[src/sv/bsb_pkg.sv]
// Shared types and constants for the bitsliced AES S-box pipeline.
// Depends on nothing; every other file refers to it by scoped names.
package bsb_pkg;

    // One lane word: bits 7:0 carry the even-byte slice and bits 15:8 the odd-byte slice.
    localparam int HALF_W = 8;
    localparam int LANE_W = 2 * HALF_W;
    localparam int NUM_SLICES = 8;
    localparam int HALF_DATA_W = HALF_W * NUM_SLICES;

    // Pipeline depth from input register to output register.
    localparam int PIPE_DEPTH = 5;

    typedef logic [LANE_W-1:0] lane_t;
    typedef lane_t [NUM_SLICES-1:0] slices_t;

    // The affine constant 0x63 flips output slices 1, 2, 6 and 7 in both halves.
    localparam lane_t AFFINE_MASK = lane_t'({2{8'hFF}});

    // Output of the top linear layer.
    typedef struct packed {
        lane_t [21:1] y;
        lane_t        u7;
    } top_lin_t;

    // The 18 products that feed the bottom linear layer.
    typedef lane_t [17:0] prod_t;

endpackage

[src/sv/bitsliced_aes_sbox_top.sv]
// Bitsliced AES SubBytes on a full 128-bit state, Boyar-Peralta gate circuit.
// An accepted item passes five stages, one register each, before its result is valid.
// Throughput: one item per cycle unless m_tready stalls; each stage holds one item.
// Ready is combinational; s_tready is low only with all stages full and m_tready low.
// Reset clears only the stage valid bits (asynchronous, active low); data is not reset.
// Depends on bsb_pkg, bsb_top_linear, bsb_nonlinear and bsb_bottom_linear.
module bitsliced_aes_sbox_top
(
    input  logic         clk,
    input  logic         rst_n,
    input  logic         s_tvalid,
    output logic         s_tready,
    // [63:0] even_half_slices, [127:64] odd_half_slices
    input  logic [127:0] s_tdata,
    output logic         m_tvalid,
    input  logic         m_tready,
    // [63:0] even_half_substituted, [127:64] odd_half_substituted
    output logic [127:0] m_tdata
);

    localparam int HW = bsb_pkg::HALF_W;
    localparam int HD = bsb_pkg::HALF_DATA_W;

    // Both halves run through one circuit: each gate works on a 16-bit lane word whose
    // low byte is the even-half slice and whose high byte is the odd-half slice.
    bsb_pkg::slices_t  in_lanes;
    bsb_pkg::slices_t  out_lanes;
    bsb_pkg::top_lin_t lin_data;
    bsb_pkg::prod_t    prod_data;

    logic lin_valid;
    logic lin_ready;
    logic prod_valid;
    logic prod_ready;

    // Items in flight, for the checks below.
    logic [2:0] occ_reg;
    logic [2:0] occ_next;

    always_comb
    begin
        for (int k = 0; k < bsb_pkg::NUM_SLICES; k++)
        begin
            in_lanes[k] = {s_tdata[HD + HW*k +: HW], s_tdata[HW*k +: HW]};
            m_tdata[HW*k +: HW]      = out_lanes[k][HW-1:0];
            m_tdata[HD + HW*k +: HW] = out_lanes[k][2*HW-1:HW];
        end
    end

    // Stage 1: top linear layer.
    bsb_top_linear u_top_linear
    (
        .clk       (clk),
        .rst_n     (rst_n),
        .in_valid  (s_tvalid),
        .in_ready  (s_tready),
        .in_data   (in_lanes),
        .out_valid (lin_valid),
        .out_ready (lin_ready),
        .out_data  (lin_data)
    );

    // Stages 2 to 4: inversion core and output products.
    bsb_nonlinear u_nonlinear
    (
        .clk       (clk),
        .rst_n     (rst_n),
        .in_valid  (lin_valid),
        .in_ready  (lin_ready),
        .in_data   (lin_data),
        .out_valid (prod_valid),
        .out_ready (prod_ready),
        .out_data  (prod_data)
    );

    // Stage 5: bottom linear layer with the affine constant, doubles as output register.
    bsb_bottom_linear u_bottom_linear
    (
        .clk       (clk),
        .rst_n     (rst_n),
        .in_valid  (prod_valid),
        .in_ready  (prod_ready),
        .in_data   (prod_data),
        .out_valid (m_tvalid),
        .out_ready (m_tready),
        .out_data  (out_lanes)
    );

    always_comb
    begin
        occ_next = occ_reg;
        if (s_tvalid && s_tready)
            occ_next = occ_next + 3'd1;
        if (m_tvalid && m_tready)
            occ_next = occ_next - 3'd1;
    end

    always_ff @(posedge clk or negedge rst_n)
    begin
        if (!rst_n)
            occ_reg <= '0;
        else
            occ_reg <= occ_next;
    end

    // Never more items in flight than pipeline stages.
    assert property (@(posedge clk) disable iff (!rst_n)
        occ_reg <= 3'(bsb_pkg::PIPE_DEPTH))
    else $error("more items in flight than pipeline stages");

    // An empty output stage means the whole ready chain is open.
    assert property (@(posedge clk) disable iff (!rst_n)
        !m_tvalid |-> s_tready)
    else $error("input stalled while output stage is empty");

    // Input backpressure only when every stage holds an item.
    assert property (@(posedge clk) disable iff (!rst_n)
        !s_tready |-> occ_reg == 3'(bsb_pkg::PIPE_DEPTH))
    else $error("input stalled with a stage empty");

    // A result is shown only when an item is in flight.
    assert property (@(posedge clk) disable iff (!rst_n)
        occ_reg == 3'd0 |-> !m_tvalid)
    else $error("result shown with no item in flight");

endmodule

[src/sv/bsb_top_linear.sv]
// First pipeline stage: top linear layer of the S-box circuit.
// Depends on bsb_pkg for the lane and stage types.
module bsb_top_linear
(
    input  logic              clk,
    input  logic              rst_n,
    input  logic              in_valid,
    output logic              in_ready,
    input  bsb_pkg::slices_t  in_data,
    output logic              out_valid,
    input  logic              out_ready,
    output bsb_pkg::top_lin_t out_data
);

    bsb_pkg::lane_t    t0;
    bsb_pkg::lane_t    t1;
    bsb_pkg::top_lin_t lin_next;
    bsb_pkg::top_lin_t lin_reg;
    logic              valid_reg;

    always_comb
    begin
        lin_next       = '0;
        lin_next.u7    = in_data[7];
        lin_next.y[14] = in_data[3] ^ in_data[5];
        lin_next.y[13] = in_data[0] ^ in_data[6];
        lin_next.y[12] = lin_next.y[13] ^ lin_next.y[14];
        lin_next.y[9]  = in_data[0] ^ in_data[3];
        lin_next.y[8]  = in_data[0] ^ in_data[5];
        t0             = in_data[1] ^ in_data[2];
        lin_next.y[1]  = t0 ^ in_data[7];
        lin_next.y[4]  = lin_next.y[1] ^ in_data[3];
        lin_next.y[2]  = lin_next.y[1] ^ in_data[0];
        lin_next.y[5]  = lin_next.y[1] ^ in_data[6];
        t1             = in_data[4] ^ lin_next.y[12];
        lin_next.y[3]  = lin_next.y[5] ^ lin_next.y[8];
        lin_next.y[15] = t1 ^ in_data[5];
        lin_next.y[20] = t1 ^ in_data[1];
        lin_next.y[6]  = lin_next.y[15] ^ in_data[7];
        lin_next.y[10] = lin_next.y[15] ^ t0;
        lin_next.y[11] = lin_next.y[20] ^ lin_next.y[9];
        lin_next.y[7]  = in_data[7] ^ lin_next.y[11];
        lin_next.y[17] = lin_next.y[10] ^ lin_next.y[11];
        lin_next.y[19] = lin_next.y[10] ^ lin_next.y[8];
        lin_next.y[16] = t0 ^ lin_next.y[11];
        lin_next.y[21] = lin_next.y[13] ^ lin_next.y[16];
        lin_next.y[18] = in_data[0] ^ lin_next.y[16];
    end

    // Take a new item when empty or when the held one leaves this cycle.
    assign in_ready = !valid_reg || out_ready;

    always_ff @(posedge clk or negedge rst_n)
    begin
        if (!rst_n)
            valid_reg <= 1'b0;
        else if (in_ready)
            valid_reg <= in_valid;
    end

    always_ff @(posedge clk)
    begin
        if (in_ready && in_valid)
            lin_reg <= lin_next;
    end

    assign out_valid = valid_reg;
    assign out_data  = lin_reg;

endmodule

[src/sv/bsb_nonlinear.sv]
// Stages two to four: the GF(2^4)-based inversion core and the 18 output products.
// Depends on bsb_pkg for the lane and stage types.
module bsb_nonlinear
(
    input  logic              clk,
    input  logic              rst_n,
    input  logic              in_valid,
    output logic              in_ready,
    input  bsb_pkg::top_lin_t in_data,
    output logic              out_valid,
    input  logic              out_ready,
    output bsb_pkg::prod_t    out_data
);

    typedef struct packed {
        bsb_pkg::lane_t [21:1] y;
        bsb_pkg::lane_t        u7;
        bsb_pkg::lane_t        t22;
        bsb_pkg::lane_t        t23;
        bsb_pkg::lane_t        t24;
        bsb_pkg::lane_t        t25;
        bsb_pkg::lane_t        t27;
        bsb_pkg::lane_t        t30;
        bsb_pkg::lane_t        t31;
    } mid_a_t;

    typedef struct packed {
        bsb_pkg::lane_t [21:1] y;
        bsb_pkg::lane_t        u7;
        bsb_pkg::lane_t        t25;
        bsb_pkg::lane_t        t29;
        bsb_pkg::lane_t        t33;
        bsb_pkg::lane_t        t37;
        bsb_pkg::lane_t        t38;
    } mid_b_t;

    // Stage A logic
    bsb_pkg::lane_t t2, t3, t4, t5, t6, t7, t8, t9, t10, t11, t12;
    bsb_pkg::lane_t t13, t14, t15, t16, t17, t18, t19, t20, t21, t26;
    // Stage B logic
    bsb_pkg::lane_t t28, t32, t34, t35, t36;
    // Stage C logic
    bsb_pkg::lane_t t39, t40, t41, t42, t43, t44, t45;

    mid_a_t         a_next;
    mid_a_t         a_reg;
    mid_b_t         b_next;
    mid_b_t         b_reg;
    bsb_pkg::prod_t z_next;
    bsb_pkg::prod_t z_reg;

    logic a_valid_reg;
    logic b_valid_reg;
    logic z_valid_reg;
    logic a_ready;
    logic b_ready;
    logic z_ready;

    always_comb
    begin
        t2  = in_data.y[12] & in_data.y[15];
        t3  = in_data.y[3] & in_data.y[6];
        t4  = t3 ^ t2;
        t5  = in_data.y[4] & in_data.u7;
        t6  = t5 ^ t2;
        t7  = in_data.y[13] & in_data.y[16];
        t8  = in_data.y[5] & in_data.y[1];
        t9  = t8 ^ t7;
        t10 = in_data.y[2] & in_data.y[7];
        t11 = t10 ^ t7;
        t12 = in_data.y[9] & in_data.y[11];
        t13 = in_data.y[14] & in_data.y[17];
        t14 = t13 ^ t12;
        t15 = in_data.y[8] & in_data.y[10];
        t16 = t15 ^ t12;
        t17 = t4 ^ t14;
        t18 = t6 ^ t16;
        t19 = t9 ^ t14;
        t20 = t11 ^ t16;
        t21 = t17 ^ in_data.y[20];

        a_next.y   = in_data.y;
        a_next.u7  = in_data.u7;
        a_next.t22 = t18 ^ in_data.y[19];
        a_next.t23 = t19 ^ in_data.y[21];
        a_next.t24 = t20 ^ in_data.y[18];
        a_next.t25 = t21 ^ a_next.t22;
        t26        = t21 & a_next.t23;
        a_next.t27 = a_next.t24 ^ t26;
        a_next.t30 = a_next.t23 ^ a_next.t24;
        a_next.t31 = a_next.t22 ^ t26;
    end

    always_comb
    begin
        t28        = a_reg.t25 & a_reg.t27;
        t32        = a_reg.t31 & a_reg.t30;
        b_next.y   = a_reg.y;
        b_next.u7  = a_reg.u7;
        b_next.t25 = a_reg.t25;
        b_next.t29 = t28 ^ a_reg.t22;
        b_next.t33 = t32 ^ a_reg.t24;
        t34        = a_reg.t23 ^ b_next.t33;
        t35        = a_reg.t27 ^ b_next.t33;
        t36        = a_reg.t24 & t35;
        b_next.t37 = t36 ^ t34;
        b_next.t38 = a_reg.t27 ^ t36;
    end

    always_comb
    begin
        t39 = b_reg.t29 & b_reg.t38;
        t40 = b_reg.t25 ^ t39;
        t41 = t40 ^ b_reg.t37;
        t42 = b_reg.t29 ^ b_reg.t33;
        t43 = b_reg.t29 ^ t40;
        t44 = b_reg.t33 ^ b_reg.t37;
        t45 = t42 ^ t41;

        z_next[0]  = t44 & b_reg.y[15];
        z_next[1]  = b_reg.t37 & b_reg.y[6];
        z_next[2]  = b_reg.t33 & b_reg.u7;
        z_next[3]  = t43 & b_reg.y[16];
        z_next[4]  = t40 & b_reg.y[1];
        z_next[5]  = b_reg.t29 & b_reg.y[7];
        z_next[6]  = t42 & b_reg.y[11];
        z_next[7]  = t45 & b_reg.y[17];
        z_next[8]  = t41 & b_reg.y[10];
        z_next[9]  = t44 & b_reg.y[12];
        z_next[10] = b_reg.t37 & b_reg.y[3];
        z_next[11] = b_reg.t33 & b_reg.y[4];
        z_next[12] = t43 & b_reg.y[13];
        z_next[13] = t40 & b_reg.y[5];
        z_next[14] = b_reg.t29 & b_reg.y[2];
        z_next[15] = t42 & b_reg.y[9];
        z_next[16] = t45 & b_reg.y[14];
        z_next[17] = t41 & b_reg.y[8];
    end

    // Each stage advances when empty or when the stage after it takes its item.
    assign z_ready  = !z_valid_reg || out_ready;
    assign b_ready  = !b_valid_reg || z_ready;
    assign a_ready  = !a_valid_reg || b_ready;
    assign in_ready = a_ready;

    always_ff @(posedge clk or negedge rst_n)
    begin
        if (!rst_n)
        begin
            a_valid_reg <= 1'b0;
            b_valid_reg <= 1'b0;
            z_valid_reg <= 1'b0;
        end
        else
        begin
            if (a_ready)
                a_valid_reg <= in_valid;
            if (b_ready)
                b_valid_reg <= a_valid_reg;
            if (z_ready)
                z_valid_reg <= b_valid_reg;
        end
    end

    always_ff @(posedge clk)
    begin
        if (a_ready && in_valid)
            a_reg <= a_next;
        if (b_ready && a_valid_reg)
            b_reg <= b_next;
        if (z_ready && b_valid_reg)
            z_reg <= z_next;
    end

    assign out_valid = z_valid_reg;
    assign out_data  = z_reg;

endmodule

[src/sv/bsb_bottom_linear.sv]
// Last pipeline stage: bottom linear layer, affine constant, output register.
// Depends on bsb_pkg for the lane types and the affine mask.
module bsb_bottom_linear
(
    input  logic             clk,
    input  logic             rst_n,
    input  logic             in_valid,
    output logic             in_ready,
    input  bsb_pkg::prod_t   in_data,
    output logic             out_valid,
    input  logic             out_ready,
    output bsb_pkg::slices_t out_data
);

    bsb_pkg::lane_t t46, t47, t48, t49, t50, t51, t52, t53, t54, t55, t56;
    bsb_pkg::lane_t t57, t58, t59, t60, t61, t62, t63, t64, t65, t66, t67;

    bsb_pkg::slices_t s_next;
    bsb_pkg::slices_t s_reg;
    logic             valid_reg;

    always_comb
    begin
        t46 = in_data[15] ^ in_data[16];
        t47 = in_data[10] ^ in_data[11];
        t48 = in_data[5] ^ in_data[13];
        t49 = in_data[9] ^ in_data[10];
        t50 = in_data[2] ^ in_data[12];
        t51 = in_data[2] ^ in_data[5];
        t52 = in_data[7] ^ in_data[8];
        t53 = in_data[0] ^ in_data[3];
        t54 = in_data[6] ^ in_data[7];
        t55 = in_data[16] ^ in_data[17];
        t56 = in_data[12] ^ t48;
        t57 = t50 ^ t53;
        t58 = in_data[4] ^ t46;
        t59 = in_data[3] ^ t54;
        t60 = t46 ^ t57;
        t61 = in_data[14] ^ t57;
        t62 = t52 ^ t58;
        t63 = t49 ^ t58;
        t64 = in_data[4] ^ t59;
        t65 = t61 ^ t62;
        t66 = in_data[1] ^ t63;
        t67 = t64 ^ t65;

        s_next[0] = t59 ^ t63;
        s_next[3] = t53 ^ t66;
        s_next[1] = t64 ^ s_next[3] ^ bsb_pkg::AFFINE_MASK;
        s_next[2] = t55 ^ t67 ^ bsb_pkg::AFFINE_MASK;
        s_next[4] = t51 ^ t66;
        s_next[5] = t47 ^ t65;
        s_next[6] = t56 ^ t62 ^ bsb_pkg::AFFINE_MASK;
        s_next[7] = t48 ^ t60 ^ bsb_pkg::AFFINE_MASK;
    end

    // Hold the result until taken; accept the next item in the same cycle it leaves.
    assign in_ready = !valid_reg || out_ready;

    always_ff @(posedge clk or negedge rst_n)
    begin
        if (!rst_n)
            valid_reg <= 1'b0;
        else if (in_ready)
            valid_reg <= in_valid;
    end

    always_ff @(posedge clk)
    begin
        if (in_ready && in_valid)
            s_reg <= s_next;
    end

    assign out_valid = valid_reg;
    assign out_data  = s_reg;

endmodule

[config.mk]
export PLATFORM = sky130hd
export DESIGN_NAME = bitsliced_aes_sbox_top
export DESIGN_NICKNAME = d
export VERILOG_FILES = /design/src/sv/bsb_pkg.sv /design/src/sv/bitsliced_aes_sbox_top.sv /design/src/sv/bsb_top_linear.sv /design/src/sv/bsb_nonlinear.sv /design/src/sv/bsb_bottom_linear.sv
export SDC_FILE = /design/constraint.sdc
export NUM_CORES = 2
export LEC_CHECK = 0
export ABC_AREA = 0
export BUFFER_PORTS_ARGS = -buffer_cell sky130_fd_sc_hd__buf_2
export CAP_MARGIN = 40
export CORE_AREA = 2 2 346 348
export DETAILED_ROUTE_END_ITERATION = 8
export DIE_AREA = 0 0 348 350
export HOLD_SLACK_MARGIN = 0.03
export PLACE_DENSITY = 0.69
export SLEW_MARGIN = 20
export SYNTH_ARGS = -nofsm -noshare
export SYNTH_HDL_FRONTEND = slang
export SYNTH_HIERARCHICAL = 1
export SYNTH_SLANG_ARGS = --single-unit
export TNS_END_PERCENT = 5
[constraint.sdc]
create_clock -name clk -period 27.7 [get_ports clk]
set_clock_uncertainty 0.15 [all_clocks]
set_input_delay 2.77 -clock clk [delete_from_list [all_inputs] [get_ports clk]]
set_output_delay 2.77 -clock clk [all_outputs]
set_load 0.05 [all_outputs]
Yosys cells after proc, flatten, opt, wreduce, memory -nomap -nowiden
Index checks and enable logic that the tools add are counted.
{"block": "classes", "reduce_logical": 15, "bitwise_logic": 119}
{"op": "16-bit XOR", "n": 83}
{"op": "16-bit AND", "n": 32}
{"op": "16-bit NOT", "n": 4}
{"op": "1-bit logical AND", "n": 5}
{"op": "1-bit logical NOT", "n": 5}
{"op": "1-bit logical OR", "n": 5}
{"block": "totals", "wordCells": 235, "out_inout_bits": 130, "ff_bits": 1541}

Longest topological paths before layout
{"block": "depth", "depth_word": 7, "ltp_mapped": 5, "mapped_depth_nobuf": 5}

Hierarchy
The synthesis kept the hierarchy.
{"module": "bsb_nonlinear", "instances": 1, "cells_per_inst": 2145, "seq_area_each_um2": 31785.5, "area_per_inst_um2": 39305.2}
{"module": "bsb_top_linear", "instances": 1, "cells_per_inst": 897, "seq_area_each_um2": 10595.2, "area_per_inst_um2": 15745.1}
{"module": "bsb_bottom_linear", "instances": 1, "cells_per_inst": 569, "seq_area_each_um2": 3868.7, "area_per_inst_um2": 9644.2}

Worst setup path after synthesis
Ideal clock, no wire load.
{"block": "synth_path", "kind": "in2reg", "start": "in m_tready", "end": "reg u_nonlinear/a_reg[0] in the netlist's numbering, enable pin", "t_arrival_ns": 12.111, "cell_stages": 4, "slack_ns": 14.625, "setup_ns": 0.814, "path_cell_list": "nand2b_1 > nor2b_1 > nand3_1 > and2_1"}
{"block": "synth_via", "elab_chain_cells": 5}
{"element": "start, declared", "line": "bitsliced_aes_sbox_top.sv:16", "text": "input logic m_tready,"}
{"element": "1-bit logical OR", "line": "bsb_bottom_linear.sv:58", "text": "assign in_ready = !valid_reg || out_ready;"}
{"element": "1-bit logical OR", "line": "bsb_nonlinear.sv:141", "text": "assign z_ready = !z_valid_reg || out_ready;"}
{"element": "1-bit logical OR", "line": "bsb_nonlinear.sv:142", "text": "assign b_ready = !b_valid_reg || z_ready;"}
{"element": "1-bit logical OR", "line": "bsb_nonlinear.sv:143", "text": "assign a_ready = !a_valid_reg || b_ready;"}
{"element": "via lin_ready", "line": "bitsliced_aes_sbox_top.sv:32", "text": "logic lin_ready;"}
{"element": "1-bit logical AND", "line": "bsb_nonlinear.sv:167", "text": "if (a_ready && in_valid)"}
{"element": "end signal, assigned", "line": "bsb_nonlinear.sv:168", "text": "a_reg <= a_next;"}
{"element": "end, declared", "line": "bsb_nonlinear.sv:46", "text": "mid_a_t a_reg;"}
The timed path passes the listed nets, and every way through them passes these cells.
A chain may end at the register's enable or synchronous reset.

Final worst setup path
{"block": "layout_path", "start": "in m_tready", "end": "out s_tready"}
{"block": "layout_via", "elab_chain_cells": 5}
{"element": "1-bit logical OR", "line": "bsb_bottom_linear.sv:58"}
{"element": "via prod_ready", "line": "bitsliced_aes_sbox_top.sv:34", "text": "logic prod_ready;"}
{"element": "1-bit logical OR", "line": "bsb_nonlinear.sv:141"}
{"element": "1-bit logical OR", "line": "bsb_nonlinear.sv:142"}
{"element": "1-bit logical OR", "line": "bsb_nonlinear.sv:143"}
{"element": "via lin_ready", "line": "bitsliced_aes_sbox_top.sv:32"}
{"element": "1-bit logical OR", "line": "bsb_top_linear.sv:51", "text": "assign in_ready = !valid_reg || out_ready;"}
{"element": "end, declared", "line": "bitsliced_aes_sbox_top.sv:12", "text": "output logic s_tready,"}
The timed path passes the listed nets, and every way through them passes these cells.

==> results.json <==
{
  "status": "finished, final reports clean",
  "post_synth.cell_area_avg_um2": 17.92,
  "ioPinCount": 262,
  "dieArea_um2": 121800,
  "cts_buffers": 156,
  "cts_buffer_depth": 3,
  "synth_seq_cells": 1541,
  "drcViolationCount": 0,
  "max-vdd-ir-drop_uv": 74.09,
  "grt_pass1_wl_um": 151500,
  "die_w_um": 348,
  "multi_input_area_um2": 18010,
  "cts_tree": "built",
  "grt_pass1_vias": 27860,
  "grt_max_degree": 172,
  "clock_sinks": 1541,
  "rsz0062_at_grt": "false",
  "synth_edf_count": 1536,
  "max_cap_viol_count": 0,
  "crit_start": "m_tready",
  "wirelength_um": 95170,
  "synthFlopType": "edfxtp_1",
  "gp_congestion": 0.7748,
  "cts_hold_buffers": 0,
  "tightest_slew_ns": 1.006,
  "path_clk_slew_ns": 0.06,
  "clk_latency_ns": 0.74,
  "yosysWarnings": 6,
  "largest_reg_flops": 400,
  "die_y_um": 350,
  "whs_ns": 0.2555,
  "ff_latch_area_um2": 46250,
  "critical_path.max_fanout": 4,
  "fmax_mhz": 148.8,
  "ys_types": 28,
  "r2r_start": "u_bottom_linear/out_valid",
  "power_mw": 9.300,
  "drive_above_1_share": 0.1519,
  "synth-seq-area-share": 0.7149,
  "cp.arrival_ns": 3.80,
  "worstSetupStartpointType": "primary input",
  "grt_usage": 0.1607,
  "vias": 27110,
  "drt_iter0_markers": 1256,
  "period_needed_ns": 6.722,
  "hold_viol": 0,
  "routed_via_density": 4.766,
  "finalCritPeriodShare": 0.2427,
  "r2r_slack_ns": 24.24,
  "antenna_found_initial": 16,
  "syn_area_um2": 64690,
  "final-setup-viol-count": 0,
  "overflow": 0,
  "syn_nets": 3743,
  "powerDensity_nw_per_um2": 126.8,
  "wl_per_cell_um": 16.73,
  "dp_hpwl_um": 68090,
  "synth_cells": 3611,
  "fillers": 8260,
  "synthArstFlopShare": 0.003245,
  "area_delta_synth_final_pct": 13.40,
  "core_region_area_um2": 117800,
  "r2r-end": "u_nonlinear/a_reg[139]",
  "path_class": "in2out",
  "crit_path_end_kind": "primary output",
  "final_nets": 4156,
  "fp-row-count": 126,
  "reg2reg_depth": 7,
  "ant_nets": 0,
  "cts_root_buffer": "clkbuf_16",
  "slew_viol_final": 0,
  "port_buffers": 261,
  "start_util": 0.5494,
  "post_cts_buffers": 0,
  "critPathRequiredTime_ns": 24.78,
  "cts_resized": 0,
  "h-tree-depth": 4,
  "slew_headroom": 0.3290,
  "endpoint": "s_tready",
  "drt_first_pass_iters": 5,
  "holdCritPathClass": "reg2reg",
  "finalSetupTns_ns": 0,
  "power.leakage_nw": 26.50
}
## metrics by stage
step                std cells  instance area, um2  utilization  setup WS, ns
floorplan                3611               64690            -         14.63
global placement         5393               67920       0.5768         20.98
detailed placement       5398               68060       0.5779         21.00
CTS                      5680               73240       0.6219         20.98
global route             5687               73360       0.6229         20.88
finish                   5689               73360       0.6230         20.98
## routing by layer
metal	up-vias	GRT usage	routed length, um
li1	13510	-	-
met1	12980	0.2130	41780
met2	442	0.2671	47090
met3	157	0.03428	4099
met4	18	0.05212	2083
met5	-	0	118
## area by class of cell
type | count | share of cell area
antenna | 5 | 0.0001705
multi-input combinational | 1962 | 0.2455
timing repair buffer | 286 | 0.02316
sequential | 1541 | 0.6304
clock buffer | 189 | 0.05635
clock inverter | 93 | 0.01426
tap | 1536 | 0.02620
inverter | 77 | 0.003940
## critical path: stages
cell      delay (ns)
buf_2           0.09
nand2b_1        0.18
nor2b_1         0.20
nand3_1         0.14
nand2b_1        0.20
buf_2           0.22
## synthesized netlist by cell type, types with 2 or more instances
library cell	instances	area, um2
o21ai_0	16	80.08
dfrtp_1	5	125.1
clkbuf_2	14	70.07
mux2i_1	15	150.1
inv_1	77	289.0
xnor2_4	2	55.05
xor2_2	47	764.5
nor2_1	30	112.6
nor2b_1	81	506.7
xnor2_2	47	764.5
a31oi_1	16	100.1
xnor3_1	115	2590
or2_0	16	100.1
xnor3_2	2	47.55
and2_1	215	1345
xor3_1	36	855.8
xor2_1	238	2085
nand2_1	209	784.5
buf_2	16	80.08
xnor2_1	849	7436
edfxtp_1	1536	46120
nand2_2	16	100.1
nand2b_1	8	50.05
## cell usage in the layout (no fill, tap or decap), drive strengths merged, types with 37 or more instances in the layout
master | netlist | routed
and2 | 215 | 215
buf | 17 | 286
clkbuf | 14 | 189
clkinv | 0 | 60
edfxtp | 1536 | 1536
inv | 77 | 88
nand2 | 225 | 225
nor2b | 81 | 81
xnor2 | 898 | 898
xnor3 | 117 | 117
xor2 | 286 | 286
xor3 | 37 | 37
## logic make-up after synthesis
group,Yosys count,synth area share
AND/OR/NAND/NOR,576,0.04644
buffers and inverters,108,0.006905
flip-flops,1541,0.7149
multiplexers,16,0.002533
XOR/XNOR,1338,0.2265
AO/OA/AOI/OAI,32,0.002785
## power breakdown
group	switching [mW]	leakage, nW	internal (mW)	total (mW)
combinational	1.61	8.89	1.68	3.29
sequential	0.321	15.1	3.60	3.92
clock	0.846	2.53	1.25	2.09
## worst min path at each step
stage	start	end	slack [ns]	cells after the start
floorplan	u_nonlinear/a_reg[132]	u_nonlinear/b_reg[100]	0.25	0
global placement	u_nonlinear/a_reg[369]	u_nonlinear/b_reg[337]	0.25	0
detailed placement	u_nonlinear/a_reg[141]	u_nonlinear/b_reg[109]	0.25	0
CTS	u_nonlinear/a_reg[175]	u_nonlinear/b_reg[143]	0.26	0
global route	u_nonlinear/a_reg[175]	u_nonlinear/b_reg[143]	0.27	0
finish	u_nonlinear/a_reg[175]	u_nonlinear/b_reg[143]	0.26	0
Note: power is estimated with default switching activity, not from simulation.
